==> config.mk <==
export PLATFORM = sky130hd
export DESIGN_NAME = source_char_tokenizer_top
export DESIGN_NICKNAME = d
export VERILOG_FILES = /design/src/rtl/tkz_pkg.sv /design/src/rtl/source_char_tokenizer_top.sv /design/src/rtl/tkz_fifo.sv /design/src/rtl/tkz_front.sv /design/src/rtl/tkz_scan.sv
export SDC_FILE = /design/constraint.sdc
export NUM_CORES = 1
export LEC_CHECK = 0
export BUFFER_PORTS_ARGS = -buffer_cell sky130_fd_sc_hd__buf_2
export CAP_MARGIN = 0
export CORE_MARGIN = 2
export CORE_UTILIZATION = 36
export DETAILED_ROUTE_END_ITERATION = 7
export SYNTH_ARGS = -nofsm -noshare
export SYNTH_HDL_FRONTEND = slang
export SYNTH_HIERARCHICAL = 1
export SYNTH_SLANG_ARGS = --single-unit
==> constraint.sdc <==
create_clock -name clk -period 11.3 [get_ports clk]
set_input_delay 1.13 -clock clk [delete_from_list [all_inputs] [get_ports clk]]
set_output_delay 1.13 -clock clk [all_outputs]
set_load 0.01 [all_outputs]
==> src/rtl/tkz_pkg.sv <==
// Shared types and constants of the source character tokenizer.
// Holds scanner modes, token kind codes, character codes and the keyword table.
// No dependencies.
package tkz_pkg;

  typedef enum logic [2:0] {
    M_START,
    M_IDENT,
    M_INT,
    M_INTDOT,
    M_REAL,
    M_STRING,
    M_COMMENT,
    M_OPWAIT
  } scan_mode_t;

  localparam logic [4:0] K_IDENT  = 5'd10;
  localparam logic [4:0] K_ICONST = 5'd11;
  localparam logic [4:0] K_RCONST = 5'd12;
  localparam logic [4:0] K_SCONST = 5'd13;
  localparam logic [4:0] K_PLUS   = 5'd14;
  localparam logic [4:0] K_MINUS  = 5'd15;
  localparam logic [4:0] K_MULT   = 5'd16;
  localparam logic [4:0] K_DIV    = 5'd17;
  localparam logic [4:0] K_ASSOP  = 5'd18;
  localparam logic [4:0] K_EQ     = 5'd19;
  localparam logic [4:0] K_POW    = 5'd20;
  localparam logic [4:0] K_GTHAN  = 5'd21;
  localparam logic [4:0] K_LTHAN  = 5'd22;
  localparam logic [4:0] K_CAT    = 5'd23;
  localparam logic [4:0] K_COMMA  = 5'd24;
  localparam logic [4:0] K_LPAREN = 5'd25;
  localparam logic [4:0] K_RPAREN = 5'd26;
  localparam logic [4:0] K_DOT    = 5'd27;
  localparam logic [4:0] K_DCOLON = 5'd28;
  localparam logic [4:0] K_DEF    = 5'd29;
  localparam logic [4:0] K_ERR    = 5'd30;
  localparam logic [4:0] K_DONE   = 5'd31;

  localparam logic [7:0] CH_NL     = 8'h0a;
  localparam logic [7:0] CH_BANG   = 8'h21;
  localparam logic [7:0] CH_DQUOTE = 8'h22;
  localparam logic [7:0] CH_SQUOTE = 8'h27;
  localparam logic [7:0] CH_LPAREN = 8'h28;
  localparam logic [7:0] CH_RPAREN = 8'h29;
  localparam logic [7:0] CH_STAR   = 8'h2a;
  localparam logic [7:0] CH_PLUS   = 8'h2b;
  localparam logic [7:0] CH_COMMA  = 8'h2c;
  localparam logic [7:0] CH_MINUS  = 8'h2d;
  localparam logic [7:0] CH_DOT    = 8'h2e;
  localparam logic [7:0] CH_SLASH  = 8'h2f;
  localparam logic [7:0] CH_COLON  = 8'h3a;
  localparam logic [7:0] CH_LT     = 8'h3c;
  localparam logic [7:0] CH_EQ     = 8'h3d;
  localparam logic [7:0] CH_GT     = 8'h3e;
  localparam logic [7:0] CH_USCORE = 8'h5f;

  localparam int KW_NUM    = 10;
  localparam int KW_MAXLEN = 9;

  // left-justified keyword text, first character in the top byte
  localparam logic [8*KW_MAXLEN-1:0] KW_TEXT [KW_NUM] = '{
    {"program", 16'h0},
    {"end", 48'h0},
    {"else", 40'h0},
    {"if", 56'h0},
    {"integer", 16'h0},
    {"real", 40'h0},
    {"character"},
    {"print", 32'h0},
    {"len", 48'h0},
    {"then", 40'h0}
  };

  localparam logic [3:0] KW_LEN [KW_NUM] = '{
    4'd7, 4'd3, 4'd4, 4'd2, 4'd7, 4'd4, 4'd9, 4'd5, 4'd3, 4'd4
  };

  typedef struct packed {
    logic [7:0] chr;
    logic       eoi;
    logic       alpha;
    logic       digit;
    logic       space;
    logic       quote;
    logic       nl;
    logic [7:0] lower;
  } item_t;

  typedef struct packed {
    logic [4:0]  kind;
    logic [23:0] line;
    logic [31:0] start;
    logic [7:0]  len;
    logic        last;
  } tok_t;

endpackage

==> src/rtl/source_char_tokenizer_top.sv <==
// Top level of the source character tokenizer: front, scanner and result queue.
// Depends on tkz_pkg, tkz_front, tkz_scan and tkz_fifo.
//
//   channel  direction  handshake         payload
//   in_      input      in_push/in_full   in_char_in, in_end_of_input
//   out_     output     out_pop/out_empty token kind, line, start, length, last
//
// One character per cycle while the result queue has room; a character that yields
// two tokens holds the next one back until the second token is written, as set by
// the single write port of the result queue.
// rst_n is synchronous; after reset the line counter is 1 and offsets are 0.
// A full result queue stalls the scanner, and a full input queue raises in_full.
module source_char_tokenizer_top #(
  parameter int KEYWORD_CHARS = 10,
  parameter int LENGTH_BITS   = 8
) (
  input  logic        clk,
  input  logic        rst_n,
  input  logic        in_push,
  output logic        in_full,
  input  logic [7:0]  in_char_in,
  input  logic        in_end_of_input,
  output logic        out_empty,
  input  logic        out_pop,
  output logic [4:0]  out_token_kind,
  output logic [23:0] out_line_number,
  output logic [31:0] out_lexeme_start,
  output logic [7:0]  out_lexeme_length,
  output logic        out_last_of_run
);
  import tkz_pkg::*;

  item_t item;
  logic  item_v;
  logic  take;
  logic  oq_wr;
  tok_t  oq_data;
  logic  oq_full;
  tok_t  head;

  tkz_front u_front (
    .clk         (clk),
    .rst_n       (rst_n),
    .push        (in_push),
    .char_in     (in_char_in),
    .end_of_input(in_end_of_input),
    .full        (in_full),
    .item        (item),
    .item_v      (item_v),
    .take        (take)
  );

  tkz_scan #(
    .KEYWORD_CHARS(KEYWORD_CHARS),
    .LENGTH_BITS  (LENGTH_BITS)
  ) u_scan (
    .clk    (clk),
    .rst_n  (rst_n),
    .item   (item),
    .item_v (item_v),
    .take   (take),
    .oq_wr  (oq_wr),
    .oq_data(oq_data),
    .oq_full(oq_full)
  );

  tkz_fifo #(
    .WIDTH($bits(tok_t)),
    .DEPTH(4)
  ) u_outq (
    .clk    (clk),
    .rst_n  (rst_n),
    .wr     (oq_wr),
    .wr_data(oq_data),
    .rd     (out_pop),
    .rd_data(head),
    .full   (oq_full),
    .empty  (out_empty)
  );

  assign out_token_kind    = head.kind;
  assign out_line_number   = head.line;
  assign out_lexeme_start  = head.start;
  assign out_lexeme_length = head.len;
  assign out_last_of_run   = head.last;

endmodule

==> src/rtl/tkz_fifo.sv <==
// Small register queue with first-word-fall-through read.
// Used between the front and the scanner and in front of the result ports.
// No dependencies.
module tkz_fifo #(
  parameter int WIDTH = 8,
  parameter int DEPTH = 2
) (
  input  logic             clk,
  input  logic             rst_n,
  input  logic             wr,
  input  logic [WIDTH-1:0] wr_data,
  input  logic             rd,
  output logic [WIDTH-1:0] rd_data,
  output logic             full,
  output logic             empty
);

  localparam int PW = (DEPTH > 1) ? $clog2(DEPTH) : 1;
  localparam int CW = $clog2(DEPTH + 1);

  logic [WIDTH-1:0] mem_r [DEPTH];
  logic [PW-1:0]    wp_r, wp_nxt;
  logic [PW-1:0]    rp_r, rp_nxt;
  logic [CW-1:0]    cnt_r, cnt_nxt;
  logic             do_wr, do_rd;

  assign full    = (cnt_r == CW'(DEPTH));
  assign empty   = (cnt_r == '0);
  assign rd_data = mem_r[rp_r];
  assign do_wr   = wr && !full;
  assign do_rd   = rd && !empty;

  always_comb begin
    wp_nxt  = wp_r;
    rp_nxt  = rp_r;
    cnt_nxt = cnt_r;
    if (do_wr) begin
      wp_nxt = (wp_r == PW'(DEPTH - 1)) ? '0 : wp_r + PW'(1);
    end
    if (do_rd) begin
      rp_nxt = (rp_r == PW'(DEPTH - 1)) ? '0 : rp_r + PW'(1);
    end
    if (do_wr && !do_rd) begin
      cnt_nxt = cnt_r + CW'(1);
    end else if (do_rd && !do_wr) begin
      cnt_nxt = cnt_r - CW'(1);
    end
  end

  always_ff @(posedge clk) begin
    if (!rst_n) begin
      wp_r  <= '0;
      rp_r  <= '0;
      cnt_r <= '0;
    end else begin
      wp_r  <= wp_nxt;
      rp_r  <= rp_nxt;
      cnt_r <= cnt_nxt;
    end
  end

  always_ff @(posedge clk) begin
    if (do_wr) begin
      mem_r[wp_r] <= wr_data;
    end
  end

endmodule

==> src/rtl/tkz_front.sv <==
// Front end: classifies each incoming character and queues it for the scanner.
// Depends on tkz_pkg and tkz_fifo.
module tkz_front (
  input  logic          clk,
  input  logic          rst_n,
  input  logic          push,
  input  logic [7:0]    char_in,
  input  logic          end_of_input,
  output logic          full,
  output tkz_pkg::item_t item,
  output logic          item_v,
  input  logic          take
);
  import tkz_pkg::*;

  item_t cls;
  logic  empty;
  logic  upper;

  assign upper = (char_in >= 8'h41) && (char_in <= 8'h5a);

  always_comb begin
    cls.chr   = char_in;
    cls.eoi   = end_of_input;
    cls.alpha = upper || ((char_in >= 8'h61) && (char_in <= 8'h7a));
    cls.digit = (char_in >= 8'h30) && (char_in <= 8'h39);
    cls.space = (char_in == 8'h20) || ((char_in >= 8'h09) && (char_in <= 8'h0d));
    cls.quote = (char_in == CH_DQUOTE) || (char_in == CH_SQUOTE);
    cls.nl    = (char_in == CH_NL);
    cls.lower = upper ? char_in + 8'd32 : char_in;
  end

  tkz_fifo #(
    .WIDTH($bits(item_t)),
    .DEPTH(2)
  ) u_q (
    .clk    (clk),
    .rst_n  (rst_n),
    .wr     (push),
    .wr_data(cls),
    .rd     (take),
    .rd_data(item),
    .full   (full),
    .empty  (empty)
  );

  assign item_v = !empty;

endmodule

==> src/rtl/tkz_scan.sv <==
// Back end: scanner state machine that turns classified characters into tokens.
// Depends on tkz_pkg; feeds the result queue one token per cycle while it is not full.
module tkz_scan #(
  parameter int KEYWORD_CHARS = 10,
  parameter int LENGTH_BITS   = 8
) (
  input  logic           clk,
  input  logic           rst_n,
  input  tkz_pkg::item_t item,
  input  logic           item_v,
  output logic           take,
  output logic           oq_wr,
  output tkz_pkg::tok_t  oq_data,
  input  logic           oq_full
);
  import tkz_pkg::*;

  localparam int LB = LENGTH_BITS;
  localparam int IW = $clog2(KEYWORD_CHARS);

  scan_mode_t      mode_r, mode_nxt;
  logic [23:0]     line_r, line_nxt;
  logic [31:0]     pos_r, pos_nxt;
  logic [31:0]     tstart_r, tstart_nxt;
  logic [LB-1:0]   tlen_r, tlen_nxt;
  logic [7:0]      pend_r, pend_nxt;
  logic            oq_r, oq_nxt;
  logic [7:0]      kbuf_r [KEYWORD_CHARS];
  logic            kb_we;
  logic [IW-1:0]   kb_idx;
  logic            hold_v_r, hold_v_nxt;
  tok_t            hold_tok_r;

  logic [LB-1:0]   glen;
  logic [4:0]      idk;
  logic [4:0]      alone_k;
  logic [4:0]      pair_k;
  logic            pair_v;
  logic            b_v;
  logic [4:0]      b_k;
  logic            pre_v;
  logic [4:0]      pre_k;
  logic [LB-1:0]   pre_l;
  logic            do_begin;
  logic            sec_done;
  logic            first_v, two;
  tok_t            t0, t1, tb, td, tp;
  logic [7:0]      c;
  logic            room;
  logic            kw_ok;

  assign c    = item.chr;
  assign glen = (tlen_r == '1) ? tlen_r : tlen_r + LB'(1);

  always_comb begin
    idk = K_IDENT;
    for (int k = KW_NUM - 1; k >= 0; k--) begin
      kw_ok = (int'(tlen_r) == int'(KW_LEN[k]));
      for (int i = 0; i < KW_MAXLEN; i++) begin
        if ((i < int'(KW_LEN[k])) &&
            (kbuf_r[i] != KW_TEXT[k][8*(KW_MAXLEN-i)-1 -: 8])) begin
          kw_ok = 1'b0;
        end
      end
      if (kw_ok) begin
        idk = 5'(k);
      end
    end
  end

  always_comb begin
    case (pend_r)
      CH_STAR:  alone_k = K_MULT;
      CH_SLASH: alone_k = K_DIV;
      CH_EQ:    alone_k = K_ASSOP;
      CH_DOT:   alone_k = K_DOT;
      default:  alone_k = K_ERR;
    endcase
    pair_v = 1'b1;
    case (pend_r)
      CH_STAR:  pair_k = K_POW;
      CH_SLASH: pair_k = K_CAT;
      CH_EQ:    pair_k = K_EQ;
      CH_COLON: pair_k = K_DCOLON;
      default: begin
        pair_k = K_ERR;
        pair_v = 1'b0;
      end
    endcase
  end

  always_comb begin
    b_v = 1'b0;
    b_k = K_ERR;
    if (!item.space && !item.alpha && !item.digit && !item.quote) begin
      b_v = 1'b1;
      case (c)
        CH_PLUS:   b_k = K_PLUS;
        CH_MINUS:  b_k = K_MINUS;
        CH_LT:     b_k = K_LTHAN;
        CH_GT:     b_k = K_GTHAN;
        CH_COMMA:  b_k = K_COMMA;
        CH_LPAREN: b_k = K_LPAREN;
        CH_RPAREN: b_k = K_RPAREN;
        CH_BANG, CH_STAR, CH_SLASH, CH_EQ, CH_COLON, CH_DOT: b_v = 1'b0;
        default:   b_k = K_ERR;
      endcase
    end
  end

  always_comb begin
    mode_nxt   = mode_r;
    line_nxt   = line_r;
    pos_nxt    = pos_r;
    tstart_nxt = tstart_r;
    tlen_nxt   = tlen_r;
    pend_nxt   = pend_r;
    oq_nxt     = oq_r;
    kb_we      = 1'b0;
    kb_idx     = tlen_r[IW-1:0];
    pre_v      = 1'b0;
    pre_k      = K_ERR;
    pre_l      = tlen_r;
    do_begin   = 1'b0;
    sec_done   = 1'b0;
    if (item.eoi) begin
      case (mode_r)
        M_IDENT: begin
          pre_v = 1'b1;
          pre_k = idk;
        end
        M_INT, M_INTDOT: begin
          pre_v = 1'b1;
          pre_k = K_ICONST;
        end
        M_REAL: begin
          pre_v = 1'b1;
          pre_k = K_RCONST;
        end
        M_STRING: begin
          pre_v = 1'b1;
          pre_k = K_ERR;
        end
        M_OPWAIT: begin
          pre_v = 1'b1;
          pre_k = alone_k;
          pre_l = LB'(1);
        end
        default: ;
      endcase
      mode_nxt = M_START;
      sec_done = 1'b1;
    end else begin
      pos_nxt = pos_r + 32'd1;
      case (mode_r)
        M_START: do_begin = 1'b1;
        M_IDENT: begin
          if (item.alpha || item.digit || (c == CH_USCORE)) begin
            kb_we    = (int'(tlen_r) < KEYWORD_CHARS);
            tlen_nxt = glen;
          end else begin
            pre_v    = 1'b1;
            pre_k    = idk;
            do_begin = 1'b1;
          end
        end
        M_INT: begin
          if (item.digit) begin
            tlen_nxt = glen;
          end else if (c == CH_DOT) begin
            tlen_nxt = glen;
            mode_nxt = M_INTDOT;
          end else begin
            pre_v    = 1'b1;
            pre_k    = K_ICONST;
            do_begin = 1'b1;
          end
        end
        M_INTDOT: begin
          if (item.digit) begin
            tlen_nxt = glen;
            mode_nxt = M_REAL;
          end else begin
            pre_v    = 1'b1;
            pre_k    = K_ICONST;
            do_begin = 1'b1;
          end
        end
        M_REAL: begin
          if (item.digit) begin
            tlen_nxt = glen;
          end else if (item.alpha || (c == CH_DOT)) begin
            tlen_nxt = glen;
            pre_v    = 1'b1;
            pre_k    = K_ERR;
            pre_l    = glen;
            mode_nxt = M_START;
          end else begin
            pre_v    = 1'b1;
            pre_k    = K_RCONST;
            do_begin = 1'b1;
          end
        end
        M_STRING: begin
          if (item.quote) begin
            tlen_nxt = glen;
            pre_v    = 1'b1;
            pre_k    = ((c == CH_SQUOTE) == oq_r) ? K_SCONST : K_ERR;
            pre_l    = glen;
            mode_nxt = M_START;
          end else if (item.nl) begin
            pre_v    = 1'b1;
            pre_k    = K_ERR;
            mode_nxt = M_START;
          end else begin
            tlen_nxt = glen;
          end
        end
        M_COMMENT: begin
          if (item.nl) begin
            do_begin = 1'b1;
          end
        end
        M_OPWAIT: begin
          if ((pend_r == CH_DOT) && item.digit) begin
            mode_nxt = M_REAL;
            tlen_nxt = LB'(2);
          end else if (pair_v && (c == pend_r)) begin
            pre_v    = 1'b1;
            pre_k    = pair_k;
            pre_l    = LB'(2);
            mode_nxt = M_START;
          end else begin
            pre_v    = 1'b1;
            pre_k    = ((pend_r == CH_STAR) && (item.alpha || (c == CH_COMMA))) ?
                       K_DEF : alone_k;
            pre_l    = LB'(1);
            do_begin = 1'b1;
          end
        end
        default: do_begin = 1'b1;
      endcase
    end
    if (do_begin) begin
      mode_nxt = M_START;
      if (item.space) begin
        if (item.nl) begin
          line_nxt = line_r + 24'd1;
        end
      end else begin
        tstart_nxt = pos_r;
        tlen_nxt   = LB'(1);
        if (item.alpha) begin
          mode_nxt = M_IDENT;
          kb_we    = 1'b1;
          kb_idx   = '0;
        end else if (item.digit) begin
          mode_nxt = M_INT;
        end else if (item.quote) begin
          mode_nxt = M_STRING;
          oq_nxt   = (c == CH_SQUOTE);
        end else if (c == CH_BANG) begin
          mode_nxt = M_COMMENT;
        end else if ((c == CH_STAR) || (c == CH_SLASH) || (c == CH_EQ) ||
                     (c == CH_COLON) || (c == CH_DOT)) begin
          mode_nxt = M_OPWAIT;
          pend_nxt = c;
        end
      end
    end
  end

  always_comb begin
    tp.kind  = pre_k;
    tp.line  = line_r;
    tp.start = tstart_r;
    tp.len   = 8'(pre_l);
    tp.last  = 1'b1;
    tb.kind  = b_k;
    tb.line  = line_r;
    tb.start = pos_r;
    tb.len   = 8'd1;
    tb.last  = 1'b1;
    td.kind  = K_DONE;
    td.line  = line_r;
    td.start = pos_r;
    td.len   = 8'd0;
    td.last  = 1'b1;
    first_v  = pre_v || (do_begin && b_v) || sec_done;
    two      = pre_v && ((do_begin && b_v) || sec_done);
    t1       = sec_done ? td : tb;
    t0       = pre_v ? tp : t1;
    t0.last  = !two;
  end

  assign room       = !oq_full;
  assign take       = item_v && !hold_v_r && room;
  assign oq_wr      = hold_v_r ? room : (take && first_v);
  assign oq_data    = hold_v_r ? hold_tok_r : t0;

  always_comb begin
    hold_v_nxt = hold_v_r;
    if (hold_v_r && room) begin
      hold_v_nxt = 1'b0;
    end else if (take && two) begin
      hold_v_nxt = 1'b1;
    end
  end

  always_ff @(posedge clk) begin
    if (!rst_n) begin
      mode_r   <= M_START;
      line_r   <= 24'd1;
      pos_r    <= '0;
      tstart_r <= '0;
      tlen_r   <= '0;
      pend_r   <= '0;
      oq_r     <= 1'b0;
      hold_v_r <= 1'b0;
    end else begin
      hold_v_r <= hold_v_nxt;
      if (take) begin
        mode_r   <= mode_nxt;
        line_r   <= line_nxt;
        pos_r    <= pos_nxt;
        tstart_r <= tstart_nxt;
        tlen_r   <= tlen_nxt;
        pend_r   <= pend_nxt;
        oq_r     <= oq_nxt;
      end
    end
  end

  always_ff @(posedge clk) begin
    if (take && kb_we) begin
      kbuf_r[kb_idx] <= item.lower;
    end
    if (take && two) begin
      hold_tok_r <= t1;
    end
  end

  a_no_take_while_hold: assert property (@(posedge clk) disable iff (!rst_n)
    hold_v_r |-> !take) else $error("item taken while second token held");

  a_two_sets_hold: assert property (@(posedge clk) disable iff (!rst_n)
    take && two |=> hold_v_r) else $error("second token not held");

  a_line_stable: assert property (@(posedge clk) disable iff (!rst_n)
    !take |=> $stable(line_r) && $stable(pos_r)) else $error("counters moved without item");

  a_pend_op: assert property (@(posedge clk) disable iff (!rst_n)
    mode_r == M_OPWAIT |-> (pend_r == CH_STAR) || (pend_r == CH_SLASH) ||
    (pend_r == CH_EQ) || (pend_r == CH_COLON) || (pend_r == CH_DOT))
    else $error("bad held operator");

  a_hold_last: assert property (@(posedge clk) disable iff (!rst_n)
    hold_v_r |-> hold_tok_r.last) else $error("held token not marked last");

endmodule
Word-level counts from Yosys, hierarchy flattened
Memory sizes are Yosys's and may differ from the RTL's. A register that Yosys moved wholly into a read port is not among the register bits.
Cells that the tools add are included.
{ "word_totals": {"ff_bits": 190, "ram_bits": 404, "input_bits": 13, "out_inout_bits": 72, "elab_cells": 378, "mem_count": 3} }
{ "op_classes": {"n_addsub": 12, "n_lt_le_gt_ge": 9, "n_eq_ne": 89, "n_mux": 167, "n_bitwise": 7, "n_reduce_logical": 72} }
{ "mem_list": {"columns": ["memory", "depth", "width", "rd", "rd_ports_with_merged_regs", "write_ports", "line", "text"], "rows": [
  ["u_outq.mem_r", 4, 70, 1, 1, 1, "tkz_fifo.sv:21", "logic [WIDTH-1:0] mem_r [DEPTH];"],
  ["u_scan.kbuf_r", 10, 8, 9, 0, 1, "tkz_scan.sv:28", "logic [7:0] kbuf_r [KEYWORD_CHARS];"],
  ["u_front.u_q.mem_r", 2, 22, 1, 1, 1, "tkz_fifo.sv:21", null]
]} }
{ "ops": {"columns": ["op", "count"], "rows": [
  ["$ne 8x7->1 const B", 38],
  ["$mux 70", 3],
  ["$eq 8x6->1 const B", 22],
  ["$mux 8", 19],
  ["$mux 5", 21],
  ["$mux 1", 83],
  ["$mux 3", 19],
  ["$pmux 8 s6", 1],
  ["$pmux 5 s7", 1],
  ["$add 32x1->32 const B", 1],
  ["$eq 8x4->1 const B", 4],
  ["$pmux 4 s4", 2],
  ["$pmux 5 s6", 1],
  ["$logic_and 1x1->1", 26],
  ["$add 24x1->24 const B", 1],
  ["$pmux 8 s3", 1],
  ["$pmux 5 s4", 1],
  ["$eq 8x3->1 const B", 2],
  ["$ge 8x7->1 const B", 2],
  ["$le 8x7->1 const B", 2],
  ["$mux 2", 8],
  ["$mux 4", 4],
  ["$eq 3x3->1 const B", 5],
  ["$pmux 3 s5", 1],
  ["42 further kinds", 88]
]} }

Logic depth before layout (Yosys ltp)
An unclocked memory read counts as a cell.
{ "logic_depth": {"depth_word": 23, "mapped_depth": 19, "depth_no_buf": 15} }

Hierarchy
Netlist, hierarchy kept.
{ "by_module_without_submodules": {"columns": ["mod", "instances", "cells_per_inst", "area_per_inst_um2", "seq_area_each_um2"], "rows": [
  ["tkz_scan", 1, 1273, 12325.6, 6206.0],
  ["tkz_fifo (u_outq)", 1, 417, 10655.2, 8588.2],
  ["tkz_fifo (u_front.u_q)", 1, 93, 1813.0, 1421.4],
  ["tkz_front", 1, 37, 232.7, 0.0]
]} }

Least setup slack after synthesis
Ideal clock, no wire load.
{ "synth_path": {"path_kind": "reg2reg", "startpoint": "reg with a tool-made name", "endpoint": "mem u_outq/mem_r[0][0] (netlist name), enable pin", "setup_time_ns": 0.436, "arrival_time_ns": 4.341, "required_ns": 10.864, "slack_ns": 6.523, "stages_incl_launch_ff": 14, "n_path_buf": 3, "synth_period_minus_slack_ns": 4.777, "path_cell_list": "dfxtp_1 -> buf_2 -> mux2_2 -> clkbuf_1 -> or2_2 -> a21oi_1 -> nand2_1 -> o2111a_1 -> o21ai_0 -> o21ai_0 -> a21oi_1 -> nor2b_1 -> buf_2 -> and2_1"} }
{ "synth_rtl": {"columns": ["element", "line"], "rows": [
  ["end: declaration", "tkz_fifo.sv:21"]
]} }

==> results.txt <==
----------------------------------------------------
[Synth]
  Ranking of synthesized cells by instance count ... edfxtp_1 (458), nand2_1 (162), o21ai_0 (124)
  Share of Yosys cell area claimed by the top area cell type ... 0.5495
  Combined area of all synthesized cells ... 25,030 um2
  Cell type contributing the most total cell area after synthesis ... edfxtp_1
  Leading register cell type out of synthesis ... edfxtp_1
  Number of register bits inferred by synthesis ... roughly 580
  Post-synthesis sequential area ratio ... 0.6479
  Most frequent cell after synthesis ... edfxtp_1
  Post-Synthesis Mean Instance Area ... roughly 14 um2
  Top area cells in the synthesized netlist ... edfxtp_1 (55%), dfxtp_1 (9.8%), mux4_2 (6.3%), o21ai_0 (2.5%), nand2_1 (2.4%)
  EDFF count, synth ... about 460
  Number of distinct library cell variants in the gate-level netlist after synthesis ... 95
  Yosys warning total ... 6
  Fraction of synthesis flops using an asynchronous set or reset pin ... 0
  Count of mapped cells out of synthesis ... 1,820
  Synthesized net count ... 1,849

[Critical path]
  Required @ worst endpoint ... 11,520 ps
  Worst setup path category ... flip-flop to flip-flop
  Setup slack of the worst register-to-register path ... about 6000 ps
  Startpoint class of the critical path ... flip-flop
  Capturing element type of the critical path ... flip-flop
  Cell at the slowest stage of the critical path ... dfxtp_1
  Series of cell instances along the critical path ... mux2_2 -> inv_1 -> a31o_2 -> buf_4 -> inv_1 -> o21ai_0 -> a21oi_1 -> nor2b_1 -> and2_4 -> buf_4
  Maximum fanout along the worst path ... between 40 and 50
  Critical path buffer and inverter count ... 4
  Max incr delay on CP ... roughly 940 ps
  CP delay by family, top ... buffers and inverters
  Arrival time of data at the critical path endpoint ... between 5000 and 6000 ps

[Die]
  Number of placement rows ... 96
  Die boundary width ... 267.7 um
  Die Footprint ... approximately 72,000 um2
  Height of the die ... ~270 um
  Number of ports placed on the die boundary ... 85
  Core Footprint ... just under 70,000 um2
  Effective utilization at floorplan ... 0.3643

[Route]
  DRC violation total after the first TritonRoute iteration ... between 1k and 1.5k
  Detailed-router iteration count before antenna repair ... 6
  Total length of routed wires ... between 50,000 and 60,000 um
  Overall via count from detail_route ... ~15k
  Antenna-violating nets left ... 0
  Remaining DRCs ... 0
  Routed via count divided by cell count ... approximately 5.4
  Average wire per standard cell ... 20.62 um

[Clock network]
  Clock buffer count from CTS ... 60
  Number of clock sinks seen by CTS ... about 580
  Cell at the root of the clock tree ... clkbuf_16
  Later-pin clock latency in the skew report ... ~650 ps
  Clock tree from TritonCTS ... done
  Maximum count of clock buffers along a single path ... 3
  Number of gates resized after cts ... 0
  Count of hold-fix buffers inserted at cts ... 0
  Setup fix buffers added after clock tree synthesis ... 0
  Max H-tree Level ... 2
  Clk pin slew, worst setup/hold paths ... ~60 ps

[Pwr]
  Internal ... around 0.0041 W
  Net load switching power ... between 0.0015 and 0.002 W
  Leakage ... 9.110 nW
  Total power draw ... around 0.0059 W
  Power density relative to cell area ... 207.5 nW/um2
  Share of total power consumed by net switching ... 0.2935
  Comb pwr share ... 0.213
  Peak VDD IR ... approximately 0.11 mV
  Sequential share of power ... 0.453
  Clock network fraction of design power ... 0.335

[Timing]
  Least-Margin Pin Slew ... approximately 1100 ps
  Final critical-path required period ... approximately 5400 ps
  Max-slew violations ... 0
  Final sum of negative setup slack ... 0 ps
  Worst hold margin ... approximately 460 ps
  Peak clock frequency supported by timing ... 186.2 MHz
  Final clock skew ... about 56 ps
  Final count of hold timing violations ... 0
  Max-slew headroom at the worst pin ... 0.2445
  Final period util ... 0.4752
  Unrepaired setup endpoints after global routing ... false
  Number of setup violations in the final report ... 0

[Hold path]
  Kind of path behind the tightest hold check ... flip-flop to flip-flop

[Global route]
  Overall fraction of global-route tracks in use ... 0.1648
  Via count of the first global-routing pass ... 15.08k
  Pin count of the biggest net entering global routing ... between 80 and 90
  Antenna violations before repair ... 0
  Global-route congestion overflow total ... 0
  Global-route wire length before repair ... 91,020 um

[Job]
  Max-cap check violation count ... 0

[Placement]
  Detailed Place HPWL ... 38,430 um
  Total of buffers placed on input and output ports ... between 80 and 90
  GPL Wtd Cong ... ~0.90
  DP Cell Count ... about 2.8k

[Layout]
  Area added between synthesis and finish ... 12.89%
  Final nets ... 1,920
  Antenna diode instance count ... 0
  Final Instance Count excl. Fillers ... 2,874
  Fraction of final layout cells sized beyond drive strength 1 ... 0.1889
  Share of the core filled with cells in the final layout ... 0.4112

[Run status]
  Status ... complete, no violations

----------------------------------------------------
final cells by class:
type	count	area, um2
Clock inverter	31	325.3
Timing Repair Buffer	104	573.1
Clock buffer	83	1668
Tap cell	931	1165
Sequential cell	581	16230
Fill cell	6363	40450
Multi-Input combinational cell	1114	8183
Inverter	30	112.6
stage by stage:
| stage | area, um2 | setup WS (ps) |
|---|---|---|
| after global placement | 26260 | 5942 |
| after floorplan | 25030 | 6523 |
| final | 28250 | 5931 |
| after CTS | 28250 | 5854 |
| after global routing | 28250 | 5471 |
| after detailed placement | 26260 | 5860 |
worst reg2reg max path: cells and delay by family (launching register included):
kind,cells,cell delay (ps)
AOI/OAI and AO/OA,3,580
buffers and inverters,4,1660
DFF,1,940
muxes,1,730
and+or+nand+nor,2,1010
state kept, by name, summed over array words and instances (netlist names), named ones only:
signal,flops
u_front/u_q/cnt_r,2
u_front/u_q/mem_r,44
u_front/u_q/rp_r,1
u_front/u_q/wp_r,1
u_outq/cnt_r,3
u_outq/mem_r,280
u_outq/rp_r,2
u_outq/wp_r,2
u_scan/hold_tok_r,62
u_scan/hold_v_r,1
u_scan/kbuf_r,72
u_scan/line_r,24
u_scan/mode_r,3
u_scan/oq_r,1
u_scan/pend_r,8
u_scan/pos_r,32
u_scan/tlen_r,8
u_scan/tstart_r,32
layer usage:
metal	vias up	wire (um)	global-route usage
met4	0	1352	0.04318
met5	-	0	0
met3	96	2494	0.02179
met1	7831	25730	0.2198
met2	389	29700	0.2830
li1	7122	-	-
logic make-up (layout without fill, tap and decap cells):
logic type	Yosys count	in the layout	share of synthesized area
buffers and inverters	125	248	0.02630
AND/OR/NAND/NOR	611	611	0.1311
adder cells (fa/ha/maj)	16	16	0.008299
AO/OA/AOI/OAI	279	279	0.06859
multiplexers	155	155	0.09924
XOR/XNOR	53	53	0.01855
flip-flops	581	581	0.6479
power groups by stage:
stage	Clock [W]	Combinational (W)	Sequential, W
6_report	0.00196	0.00125	0.00265
5_1_grt	0.00210	0.00135	0.00268
4_1_cts	0.00201	0.00127	0.00266
3_5_place_dp	0	0.00127	0.00270
3_3_place_gp	0	0.00126	0.00269
2_1_floorplan	0	0.000889	0.00263
layout by cell type, fill, tap and decap left out, drive strengths merged, types with 11 or more instances in the layout:
master,synthesis,layout
a21oi,54,54
a31oi,13,13
and2,20,20
and3,20,20
buf,48,104
clkbuf,47,83
clkinv,0,25
dfxtp,123,123
edfxtp,458,458
ha,15,15
inv,30,31
mux2,45,45
mux2i,40,40
mux4,70,70
nand2,162,162
nand2b,17,17
nand3,83,83
nand4,38,38
nor2,107,107
nor2b,16,16
nor3,24,24
nor4,12,12
o21ai,125,125
o31ai,14,14
or3,23,23
or4,11,11
xnor2,19,19
xor2,34,34
path summary, 6_finish.rpt:
path | from | to | depth (start not counted)
worst max-delay path | flip-flop | u_outq/mem_r[2][4]$_DFFE_PP_ | 10
worst min-delay path | u_scan/tstart_r[11]$_SDFFE_PN0P_ | u_scan/tstart_r[11]$_SDFFE_PN0P_ | 2
worst max register to register | flip-flop | u_outq/mem_r[2][4]$_DFFE_PP_ | 10
worst min register to register | u_scan/tstart_r[11]$_SDFFE_PN0P_ | u_scan/tstart_r[11]$_SDFFE_PN0P_ | 2
Note: power is estimated with default switching activity, not from simulation.
